===== src/lcg64_generator_with_seeding_unit_defines.svh =====
// Assertion macros shared by the LCG generator RTL.
// Each macro expects a clock named clk and an active-low reset named rst_n in scope.
`ifndef LCG64_GENERATOR_WITH_SEEDING_UNIT_DEFINES_SVH
`define LCG64_GENERATOR_WITH_SEEDING_UNIT_DEFINES_SVH

// Same-cycle implication, checked out of reset.
`define LCG_ASSERT_NOW(label, pre, post, msg) \
  label: assert property (@(posedge clk) disable iff (!rst_n) (pre) |-> (post)) else $error(msg);

// Next-cycle implication, checked out of reset.
`define LCG_ASSERT_NEXT(label, pre, post, msg) \
  label: assert property (@(posedge clk) disable iff (!rst_n) (pre) |=> (post)) else $error(msg);

`endif


===== src/lcg64_pkg.sv =====
// Package for the 64-bit LCG generator: constants, operation codes and sequencer types.
// No dependencies.
package lcg64_pkg;

  localparam logic [63:0] LcgMul = 64'd13624260627007768477;
  localparam logic [63:0] LcgAdd = 64'd8407169572674124741;
  localparam logic [63:0] HashK1 = 64'd4110542893;
  localparam logic [63:0] HashK2 = 64'd3667735229;
  localparam logic [63:0] HashK3 = 64'd4068774709;
  localparam logic [63:0] HashK4 = 64'd3322924477;

  localparam int unsigned SeedWords    = 10;
  localparam int unsigned SeedAdvances = 13;

  typedef enum logic [2:0] {
    OP_SEED   = 3'd0,
    OP_NEXT64 = 3'd1,
    OP_NEXT32 = 3'd2,
    OP_SET    = 3'd3,
    OP_GET    = 3'd4
  } op_t;

  typedef enum logic [1:0] {
    ST_IDLE,
    ST_MAC,
    ST_PREP,
    ST_FINISH
  } fsm_t;

  // What the running multiply-add is computing.
  typedef enum logic [2:0] {
    PH_NEXT64,
    PH_NEXT32,
    PH_SEED_INIT,
    PH_SEED_ZFIX,
    PH_SEED_LOOP,
    PH_SEED_ADV
  } phase_t;

  typedef enum logic [1:0] {
    MS_LO_LO = 2'd0,
    MS_HI_LO = 2'd1,
    MS_LO_HI = 2'd2
  } mstep_t;

endpackage


===== src/lcg64_generator_with_seeding_unit.sv =====
// 64-bit LCG generator with hashed seeding, top level and only module.
// Depends on lcg64_pkg and lcg64_generator_with_seeding_unit_defines.svh.

// One item is taken at a time; in_tready is high only while the sequencer is idle.
// All arithmetic runs through one 32x32 multiplier with a 64-bit accumulator, and a
// 64-bit multiply-add mod 2^64 takes three passes. Get, set and unused operation codes
// go straight to the finish state; next 64-bit and next 32-bit run one multiply-add.
// Seeding runs a multiply-add for the first hash word, one for the zero check, a prep
// step and a multiply-add per hash-chain word (10 words, up to 20 with rejected words),
// then 13 advances; the chain ends early when it stalls on a zero word that maps to itself.
// The result register lets the block compute an item while the previous result still
// waits to be taken; the new result is held until the output is free.
module lcg64_generator_with_seeding_unit (
  input  logic        clk,
  input  logic        rst_n,
  input  logic        in_tvalid,
  output logic        in_tready,
  input  logic [63:0] in_tdata,   // [63:0] value
  input  logic [2:0]  in_tuser,   // [2:0] operation
  output logic        out_tvalid,
  input  logic        out_tready,
  output logic [63:0] out_tdata   // [63:0] result_value
);

  `include "lcg64_generator_with_seeding_unit_defines.svh"

  lcg64_pkg::fsm_t   fsm_r, fsm_nxt;
  lcg64_pkg::phase_t phase_r, phase_nxt;
  lcg64_pkg::mstep_t step_r, step_nxt;

  logic [63:0] state_r, state_nxt;
  logic [63:0] seed_r, seed_nxt;
  logic [63:0] chain_r, chain_nxt;
  logic [63:0] mac_a_r, mac_a_nxt;
  logic [63:0] mac_b_r, mac_b_nxt;
  logic [63:0] acc_r, acc_nxt;
  logic [63:0] res_r, res_nxt;
  logic [29:0] kept7_r, kept7_nxt;
  logic [3:0]  count_r, count_nxt;
  logic [3:0]  adv_cnt_r, adv_cnt_nxt;
  logic        zfix_r, zfix_nxt;
  logic        out_valid_r, out_valid_nxt;
  logic [63:0] out_data_r, out_data_nxt;

  logic [31:0] mul_x, mul_y;
  logic [63:0] prod, addend, acc_sum;
  logic        in_xfer, mac_done, out_free, word_ok, seed_end, adv_last;

  assign in_tready  = (fsm_r == lcg64_pkg::ST_IDLE);
  assign in_xfer    = in_tvalid && in_tready;
  assign out_tvalid = out_valid_r;
  assign out_tdata  = out_data_r;
  assign out_free   = !out_valid_r || out_tready;

  // Shared multiplier: low x low, high x low, low x high; upper cross terms fall off mod 2^64.
  always_comb begin
    case (step_r)
      lcg64_pkg::MS_HI_LO: begin
        mul_x = mac_a_r[63:32];
        mul_y = mac_b_r[31:0];
      end
      lcg64_pkg::MS_LO_HI: begin
        mul_x = mac_a_r[31:0];
        mul_y = mac_b_r[63:32];
      end
      default: begin
        mul_x = mac_a_r[31:0];
        mul_y = mac_b_r[31:0];
      end
    endcase
  end

  assign prod     = {32'h0, mul_x} * {32'h0, mul_y};
  assign addend   = (step_r == lcg64_pkg::MS_LO_LO) ? prod : {prod[31:0], 32'h0};
  assign acc_sum  = acc_r + addend;
  assign mac_done = (fsm_r == lcg64_pkg::ST_MAC) && (step_r == lcg64_pkg::MS_LO_HI);
  assign word_ok  = (acc_sum[29:0] != 30'h0);
  assign seed_end = (word_ok && (count_r == 4'(lcg64_pkg::SeedWords - 1)))
                 || (!word_ok && zfix_r);
  assign adv_last = (adv_cnt_r == 4'(lcg64_pkg::SeedAdvances - 1));

  // Next state.
  always_comb begin
    fsm_nxt = fsm_r;
    case (fsm_r)
      lcg64_pkg::ST_IDLE: begin
        if (in_xfer) begin
          case (in_tuser)
            lcg64_pkg::OP_SEED, lcg64_pkg::OP_NEXT64, lcg64_pkg::OP_NEXT32:
              fsm_nxt = lcg64_pkg::ST_MAC;
            default: fsm_nxt = lcg64_pkg::ST_FINISH;
          endcase
        end
      end
      lcg64_pkg::ST_MAC: begin
        if (mac_done) begin
          case (phase_r)
            lcg64_pkg::PH_NEXT64, lcg64_pkg::PH_NEXT32: fsm_nxt = lcg64_pkg::ST_FINISH;
            lcg64_pkg::PH_SEED_INIT: fsm_nxt = lcg64_pkg::ST_MAC;
            lcg64_pkg::PH_SEED_ZFIX: fsm_nxt = lcg64_pkg::ST_PREP;
            lcg64_pkg::PH_SEED_LOOP:
              fsm_nxt = seed_end ? lcg64_pkg::ST_MAC : lcg64_pkg::ST_PREP;
            lcg64_pkg::PH_SEED_ADV:
              fsm_nxt = adv_last ? lcg64_pkg::ST_FINISH : lcg64_pkg::ST_MAC;
            default: fsm_nxt = lcg64_pkg::ST_FINISH;
          endcase
        end
      end
      lcg64_pkg::ST_PREP: fsm_nxt = lcg64_pkg::ST_MAC;
      lcg64_pkg::ST_FINISH: begin
        if (out_free) begin
          fsm_nxt = lcg64_pkg::ST_IDLE;
        end
      end
      default: fsm_nxt = lcg64_pkg::ST_IDLE;
    endcase
  end

  // Datapath and outputs.
  always_comb begin
    phase_nxt     = phase_r;
    step_nxt      = step_r;
    state_nxt     = state_r;
    seed_nxt      = seed_r;
    chain_nxt     = chain_r;
    mac_a_nxt     = mac_a_r;
    mac_b_nxt     = mac_b_r;
    acc_nxt       = acc_r;
    res_nxt       = res_r;
    kept7_nxt     = kept7_r;
    count_nxt     = count_r;
    adv_cnt_nxt   = adv_cnt_r;
    zfix_nxt      = zfix_r;
    out_data_nxt  = out_data_r;
    out_valid_nxt = out_valid_r && !out_tready;

    case (fsm_r)
      lcg64_pkg::ST_IDLE: begin
        if (in_xfer) begin
          res_nxt  = 64'h0;
          step_nxt = lcg64_pkg::MS_LO_LO;
          case (in_tuser)
            lcg64_pkg::OP_SEED: begin
              seed_nxt  = in_tdata;
              mac_a_nxt = in_tdata + lcg64_pkg::HashK1;
              mac_b_nxt = lcg64_pkg::HashK2;
              acc_nxt   = lcg64_pkg::HashK3;
              phase_nxt = lcg64_pkg::PH_SEED_INIT;
              count_nxt = 4'd0;
              kept7_nxt = 30'h0;
            end
            lcg64_pkg::OP_NEXT64, lcg64_pkg::OP_NEXT32: begin
              mac_a_nxt = state_r;
              mac_b_nxt = lcg64_pkg::LcgMul;
              acc_nxt   = lcg64_pkg::LcgAdd;
              phase_nxt = (in_tuser == lcg64_pkg::OP_NEXT64) ? lcg64_pkg::PH_NEXT64
                                                             : lcg64_pkg::PH_NEXT32;
            end
            lcg64_pkg::OP_SET: state_nxt = in_tdata;
            lcg64_pkg::OP_GET: res_nxt = state_r;
            default: res_nxt = 64'h0;
          endcase
        end
      end
      lcg64_pkg::ST_MAC: begin
        if (!mac_done) begin
          acc_nxt  = acc_sum;
          step_nxt = (step_r == lcg64_pkg::MS_LO_LO) ? lcg64_pkg::MS_HI_LO
                                                     : lcg64_pkg::MS_LO_HI;
        end else begin
          step_nxt = lcg64_pkg::MS_LO_LO;
          case (phase_r)
            lcg64_pkg::PH_NEXT64: begin
              state_nxt = acc_sum;
              res_nxt   = acc_sum;
            end
            lcg64_pkg::PH_NEXT32: begin
              state_nxt = acc_sum;
              res_nxt   = {32'h0, acc_sum[63:32]};
            end
            lcg64_pkg::PH_SEED_INIT: begin
              chain_nxt = acc_sum;
              mac_a_nxt = seed_r;
              mac_b_nxt = lcg64_pkg::HashK3;
              acc_nxt   = lcg64_pkg::HashK4;
              phase_nxt = lcg64_pkg::PH_SEED_ZFIX;
            end
            lcg64_pkg::PH_SEED_ZFIX: begin
              // A zero low word mapping to itself would stall the chain for good.
              zfix_nxt  = !word_ok;
              phase_nxt = lcg64_pkg::PH_SEED_LOOP;
            end
            lcg64_pkg::PH_SEED_LOOP: begin
              chain_nxt = acc_sum;
              if (word_ok) begin
                count_nxt = count_r + 4'd1;
                if (count_r == 4'(lcg64_pkg::SeedWords - 3)) begin
                  kept7_nxt = acc_sum[29:0];
                end
              end
              if (seed_end) begin
                // Word ten only counts if it was accepted here; otherwise it is zero.
                mac_a_nxt   = word_ok ? {1'b0, acc_sum[30:0], 2'b00, kept7_r}
                                      : {34'h0, kept7_r};
                mac_b_nxt   = lcg64_pkg::LcgMul;
                acc_nxt     = lcg64_pkg::LcgAdd;
                adv_cnt_nxt = 4'd0;
                phase_nxt   = lcg64_pkg::PH_SEED_ADV;
              end
            end
            lcg64_pkg::PH_SEED_ADV: begin
              state_nxt = acc_sum;
              res_nxt   = 64'h0;
              if (!adv_last) begin
                adv_cnt_nxt = adv_cnt_r + 4'd1;
                mac_a_nxt   = acc_sum;
                mac_b_nxt   = lcg64_pkg::LcgMul;
                acc_nxt     = lcg64_pkg::LcgAdd;
              end
            end
            default: res_nxt = 64'h0;
          endcase
        end
      end
      lcg64_pkg::ST_PREP: begin
        mac_a_nxt = seed_r + chain_r;
        mac_b_nxt = lcg64_pkg::HashK3;
        acc_nxt   = lcg64_pkg::HashK4;
        step_nxt  = lcg64_pkg::MS_LO_LO;
      end
      lcg64_pkg::ST_FINISH: begin
        if (out_free) begin
          out_valid_nxt = 1'b1;
          out_data_nxt  = res_r;
        end
      end
      default: res_nxt = res_r;
    endcase
  end

  always_ff @(posedge clk) begin
    if (!rst_n) begin
      fsm_r       <= lcg64_pkg::ST_IDLE;
      phase_r     <= lcg64_pkg::PH_NEXT64;
      step_r      <= lcg64_pkg::MS_LO_LO;
      state_r     <= 64'h0;
      count_r     <= 4'd0;
      adv_cnt_r   <= 4'd0;
      zfix_r      <= 1'b0;
      out_valid_r <= 1'b0;
    end else begin
      fsm_r       <= fsm_nxt;
      phase_r     <= phase_nxt;
      step_r      <= step_nxt;
      state_r     <= state_nxt;
      count_r     <= count_nxt;
      adv_cnt_r   <= adv_cnt_nxt;
      zfix_r      <= zfix_nxt;
      out_valid_r <= out_valid_nxt;
    end
  end

  always_ff @(posedge clk) begin
    seed_r     <= seed_nxt;
    chain_r    <= chain_nxt;
    mac_a_r    <= mac_a_nxt;
    mac_b_r    <= mac_b_nxt;
    acc_r      <= acc_nxt;
    res_r      <= res_nxt;
    kept7_r    <= kept7_nxt;
    out_data_r <= out_data_nxt;
  end

  `LCG_ASSERT_NEXT(a_mac_steps,
    fsm_r == lcg64_pkg::ST_MAC && step_r != lcg64_pkg::MS_LO_HI,
    fsm_r == lcg64_pkg::ST_MAC && step_r != lcg64_pkg::MS_LO_LO,
    "multiply-add left before its third pass")
  `LCG_ASSERT_NEXT(a_finish_holds,
    fsm_r == lcg64_pkg::ST_FINISH && out_valid_r && !out_tready,
    fsm_r == lcg64_pkg::ST_FINISH && $stable(res_r),
    "result dropped while output was occupied")
  `LCG_ASSERT_NOW(a_count_range,
    fsm_r == lcg64_pkg::ST_MAC && phase_r == lcg64_pkg::PH_SEED_LOOP,
    count_r < 4'(lcg64_pkg::SeedWords),
    "seed word count overran")
  `LCG_ASSERT_NEXT(a_seed_start,
    in_xfer && in_tuser == lcg64_pkg::OP_SEED,
    fsm_r == lcg64_pkg::ST_MAC && phase_r == lcg64_pkg::PH_SEED_INIT,
    "seed transfer did not start the hash chain")

endmodule


===== config.mk =====
export PLATFORM = sky130hd
export DESIGN_NAME = lcg64_generator_with_seeding_unit
export DESIGN_NICKNAME = d
export VERILOG_FILES = /design/src/lcg64_pkg.sv /design/src/lcg64_generator_with_seeding_unit.sv
export VERILOG_INCLUDE_DIRS = /design/src /design/src/src
export SDC_FILE = /design/constraint.sdc
export NUM_CORES = 2
export LEC_CHECK = 0
export ABC_AREA = 0
export BUFFER_PORTS_ARGS = -buffer_cell sky130_fd_sc_hd__buf_4
export CORE_ASPECT_RATIO = 1.25
export CORE_MARGIN = 2
export CORE_UTILIZATION = 30
export CTS_CLUSTER_DIAMETER = 80
export CTS_CLUSTER_SIZE = 8
export DETAILED_ROUTE_END_ITERATION = 8
export PLACE_DENSITY = 0.52
export SLEW_MARGIN = 10
export SYNTH_ARGS = -nofsm -noshare
export SYNTH_HDL_FRONTEND = slang
export SYNTH_SLANG_ARGS = --single-unit

===== constraint.sdc =====
create_clock -name clk -period 18.5 [get_ports clk]
set_input_delay 3.7 -clock clk [delete_from_list [all_inputs] [get_ports clk]]
set_output_delay 3.7 -clock clk [all_outputs]
set_load 0.02 [all_outputs]

---- Yosys cells after proc, flatten, opt, wreduce, memory -nomap -nowiden ----
Index checks and enable logic that the tools add are counted.
storage, ports and cells
  register bits ........................... 559
  input bits .............................. 71
  output and inout bits ................... 66
  logic and storage cells ................. 168
cells by class
  add/sub/neg operators ................... 5
  $mul .................................... 1
  equality and inequality tests ........... 37
  multiplexer cells ....................... 72
  reduce and logical (&&, ||, !) cells .... 37
operator list
  operator                                               number
  case mux 64 bit (3 select lines)                       7
  2-to-1 mux 64 bit                                      20
  case mux 64 bit (2 select lines)                       5
  2-to-1 mux 30 bit                                      6
  adder 64 bit                                           2
  adder 64 x 32 -> 64 bit, second input constant         1
  multiplier 32 x 32 -> 64 bit                           1
  2-to-1 mux 32 bit                                      2
  2-to-1 mux 63 bit                                      1
  case mux 30 bit (2 select lines)                       1
  nonzero test 30 bit                                    1
  2-to-1 mux 4 bit                                       7
  2-to-1 mux 2 bit                                       9
  AND reduction 6 bit                                    3
  case mux 2 bit (4 select lines)                        2
  case mux 4 bit (2 select lines)                        2
  inequality test 2 bit, second input constant           7
  AND reduction 7 bit                                    2
  == test 3 x 2 -> 1 bit, second input constant          4
  case mux 3 bit (2 select lines)                        2
  AND reduction 3 bit                                    4
  inequality test 2 x 1 -> 1 bit, second input constant  5
  AND reduction 5 bit                                    2
  == test 3 bit, second input constant                   3
  26 further kinds                                       53

---- Logic depth before layout (Yosys ltp) ----
  depth after elaboration ................. 13
  mapped depth ............................ 52
  gate-level depth less buffers ........... 49

---- Worst setup path before layout ----
Ideal clock, no wire load.
  path type ............................... reg2reg
  start point ............................. register step_r[0]
  end point ............................... register mac_a_r[0], enable pin
  library setup time ...................... 0.522 ns
  arrival time ............................ 14.395 ns
  data required time ...................... 17.978 ns
  setup slack ............................. 3.584 ns
  stages on the path, launching flop included .. 41
  path through ............................ dfxtp_1 -> clkbuf_1 -> nor2b_1 -> clkbuf_1 -> buf_1 -> buf_1 -> mux2_2 -> and2_1 -> nand2_1 -> fa_1 -> fa_1 -> fa_1 -> fa_1 -> fa_1 -> inv_1 -> ha_1 -> inv_1 -> fa_1 -> [5 not listed] -> nor4_1 -> o211ai_1 -> a21oi_1 -> o31ai_1 -> a21oi_1 -> xor2_1 -> nor2_1 -> ha_1 -> a21oi_1 -> o21ai_0 -> a2111oi_2 -> a211oi_1 -> o21bai_1 -> or4b_4 -> nor4_4 -> mux2i_1 -> nand3_1 -> a21oi_1
between the ends
  word-level cells in the longest chain between the ends .. 11
  elaborated cells between the ends (all ways) .. 17
ends and longest elaborated chain
  element                                                  line                                                                              source
  start: declaration                                       lcg64_generator_with_seeding_unit.sv:29                                           lcg64_pkg::mstep_t step_r, step_nxt;
  start signal: assignment                                 lcg64_generator_with_seeding_unit.sv:245                                          step_r <= lcg64_pkg::MS_LO_LO;
  start signal: assignment                                 lcg64_generator_with_seeding_unit.sv:254                                          step_r <= step_nxt;
  == test 2 x 1 -> 1 bit or == test 2 bit (tied branches)  lcg64_generator_with_seeding_unit.sv:57, lcg64_generator_with_seeding_unit.sv:76
  2-to-1 mux 32 bit                                        lcg64_generator_with_seeding_unit.sv:57                                           case (step_r)
  multiplier 32 x 32 -> 64 bit                             lcg64_generator_with_seeding_unit.sv:73                                           assign prod = {32'h0, mul_x} * {32'h0, mul_y};
  2-to-1 mux 64 bit                                        lcg64_generator_with_seeding_unit.sv:74                                           assign addend = (step_r == lcg64_pkg::MS_LO_LO) ? prod : {prod[31:0], 32'h0};
  adder 64 bit                                             lcg64_generator_with_seeding_unit.sv:75                                           assign acc_sum = acc_r + addend;
  nonzero test 30 bit                                      lcg64_generator_with_seeding_unit.sv:77                                           assign word_ok = (acc_sum[29:0] != 30'h0);
  logical NOT 1 bit                                        lcg64_generator_with_seeding_unit.sv:79                                           || (!word_ok && zfix_r);
  logical AND 1 bit                                        lcg64_generator_with_seeding_unit.sv:79
  logical OR 1 bit                                         lcg64_generator_with_seeding_unit.sv:79
  inequality test 3 bit (no source line)                   --
  AND reduction 7 bit (no source line) (*)                 --
  end signal: assignment                                   lcg64_generator_with_seeding_unit.sv:266                                          mac_a_r <= mac_a_nxt;
  end: declaration                                         lcg64_generator_with_seeding_unit.sv:34                                           logic [63:0] mac_a_r, mac_a_nxt;
Every way passes the cells marked *; elsewhere a longest branch is shown, timed or not.
A chain may end at the register's enable or synchronous reset.

---- Final worst setup path ----
  start point ............................. register step_r[1]
  end point ............................... register mac_a_r[51], enable pin
Same word-level chain as after synthesis.

==> results.cfg <==
[drt]
wl_per_cell_um = 29.5
ant_nets = 0
vias = 48100
first_pass_iters = 8
drt-total-wl_um = 264000
dr.first_iter.drc_count = 4974
vias_per_cell = 5.37
drc = 0

[clock_tree]
clock-root-buffer = clkbuf_16
cts_setup_buffers = 0
cts_max_level = 3
clkLatencyLatePin_ps = 670
cts_buffer_depth = 3
cts_sinks = 501
ctsResizeCount = 0
postCtsHoldBufs = 0
path_clk_slew_ps = 60
cts_buffers = 72
cts_tree = yes

[synthesis]
synth_cell_types = 86
ys_ff_latch = 501
synthTopCellsByCount = 1107 x inv_1, 818 x fa_1, 605 x nand2_1
yosys.area.top_type_share_pct = 27.5
yosysSeqAreaShare_pct = 23.9
postSynthAreaPerCell_um2 = 9.49
async_flop_share_pct = 0
syn_area_mm2 = 0.0596
netlist_instances = 6274
yosys.area.top_type = fa_1
yosysWarningCount = 0
synth.area.top_cells = fa_1 27%, edfxtp_1 21%, ha_1 9.8%, inv_1 7.0%, nand2_1 3.8%
synth_edf_count = 420
ys.flop_type = edfxtp_1
yosysMostFrequentCell = inv_1

[setup_path]
rr_worst_depth = 39
start_kind = flop
required_ps = 18760
crit_path_end_kind = flop
cpPeakStageDelay_ps = 940
crit_end = mac_a_r[51]
cp_max_fo = 70
path_class = reg -> reg
reg2reg_to = mac_a_r[51]
r2r_start = step_r[1]
critical_path.most_common_cell = fa_1
worst_path_max_delay_cell = xor2_1
crit_arrival_ps = 16820
timing.critical_path.from = step_r[1]
r2r_setup_slack_ps = 1940

[timing]
slew_headroom_pct = 20.2
finClkSkew_ps = 30.4
tightest_slew_ps = 1190
tns_ps = 0
finalSetupViolations = 0
hold_viol = 0
max_freq_ghz = 0.0604
report.final.slew_viol_count = 0
fin_crit_sh_pct = 89.5
rsz0062_at_grt = false
min_period_ps = 16560

[floorplanning]
placementRows = 182
die_y_um = 502
die_width_um = 403
io_pins = 137
fp.coreArea_mm2 = 0.197
start_util_pct = 30.2
die_area_mm2 = 0.202

[global_routing]
grt_max_degree = 71
grt_pass1_wl_um = 376000
grt_antenna_before_repair = 11
track_usage_pct = 26.1
overflow = 0
grt_pass1_vias = 50100

[min_path]
holdPathStages = 0
min_path_type = reg -> reg

[run]
max_cap_violations = 0

[placement]
post-dp-hpwl_um = 221000
portBuffers = 136
routabilityCongestion = 1.01

[cells_and_area]
nNetsFinal = 7683
nFillCells = 20300
multi_input_area_mm2 = 0.0404
regArea_mm2 = 0.0142
area_delta_synth_final_pct = 10.6
drive_gt1_share_pct = 6.38

[status]
status = completed
stage by stage:
step	setup WS, ps	util, %	hold slack, ps	instance area, µm²	instances
after global placement	1620	32.4	401	63800	8828
after CTS	2060	33.4	418	65800	8956
after detailed placement	2150	32.4	405	63800	8828
final	1940	33.4	415	65800	8962
after floorplan	3580	-	400	59600	6275
after global routing	1460	33.4	418	65800	8956
flip-flops by register name (all words and copies together) (netlist names):
signal      count
mac_b_r         6
mac_a_r        64
zfix_r          1
seed_r         64
state_r        64
chain_r        64
out_tdata      64
acc_r          64
fsm_r           2
phase_r         3
res_r          64
adv_cnt_r       4
count_r         4
kept7_r        30
out_tvalid      1
step_r          2
worst max-delay path: cells and delay by family (launching register included):
family / cells / cell delay, ps
and+or+nand+nor: 8 / 3130
AOI/OAI and AO/OA: 10 / 3270
buffers and inverters: 7 / 1730
DFF: 1 / 640
muxes: 2 / 1020
adders and majority gates: 10 / 4530
xor gates and xnor gates: 2 / 1610
metal layers:
metal / global-route usage, % / part of all wire, % / vias up
li1: - / - / 21000
met4: 15.0 / 6.9 / 4
met1: 31.7 / 39 / 24500
met3: 3.24 / 6.0 / 484
met5: 0 / 0.0087 / -
met2: 44.5 / 48 / 2156
how the worst min path moves through the flow:
| stage | slack [ps] | end | from |
|---|---|---|---|
| detailed placement | 400 | out_tdata[15] | res_r[15] |
| floorplan | 400 | out_tdata[0] | res_r[0] |
| CTS | 420 | out_tdata[56] | res_r[56] |
| global placement | 400 | out_tdata[35] | res_r[35] |
| global route | 420 | out_tdata[63] | res_r[63] |
| finish | 410 | out_tdata[17] | res_r[17] |
kinds of logic after synthesis:
group           after synthesis  synth area share [%]
compound gates             1290                  13.5
xor+xnor                    226                  3.32
fa+ha+maj                  1286                  37.3
buf+inv                    1365                  8.61
flops                       501                  23.9
mux                         118                  2.03
other cells                   1               0.00630
simple gates               1487                  11.3
layout by cell type (no fill, tap or decap), types with 42 or more instances in the layout:
cell and instances:
clkbuf_16 73, nand3_1 88, o21ai_0 309, mux2i_1 95, a21o_1 119, and3_1 45, a211oi_1 48, clkbuf_1 51
nand2_1 604, ha_1 465, nand2b_1 47, and2_1 42, edfxtp_1 420, a31oi_1 47, xor2_1 98, nor2_1 410
xnor2_1 124, fa_1 818, a21oi_1 427, buf_4 232, dfxtp_1 80, a221oi_1 46, inv_1 1105, nand4_1 48
area by class of cell:
| type | count | area share, % |
|---|---|---|
| flip-flops and latches | 501 | 21.6 |
| clock inverters | 4 | 0.0703 |
| multi-input cells | 4409 | 61.4 |
| repair buffers | 232 | 2.65 |
| inverters | 1110 | 6.33 |
| clock buffers | 124 | 3.07 |
| well taps | 2576 | 4.90 |
| diodes | 6 | 0.0228 |
Power is left out: the tool's default activity adds up to more than one toggle a clock period on the data nets, which glitch-free logic cannot reach.
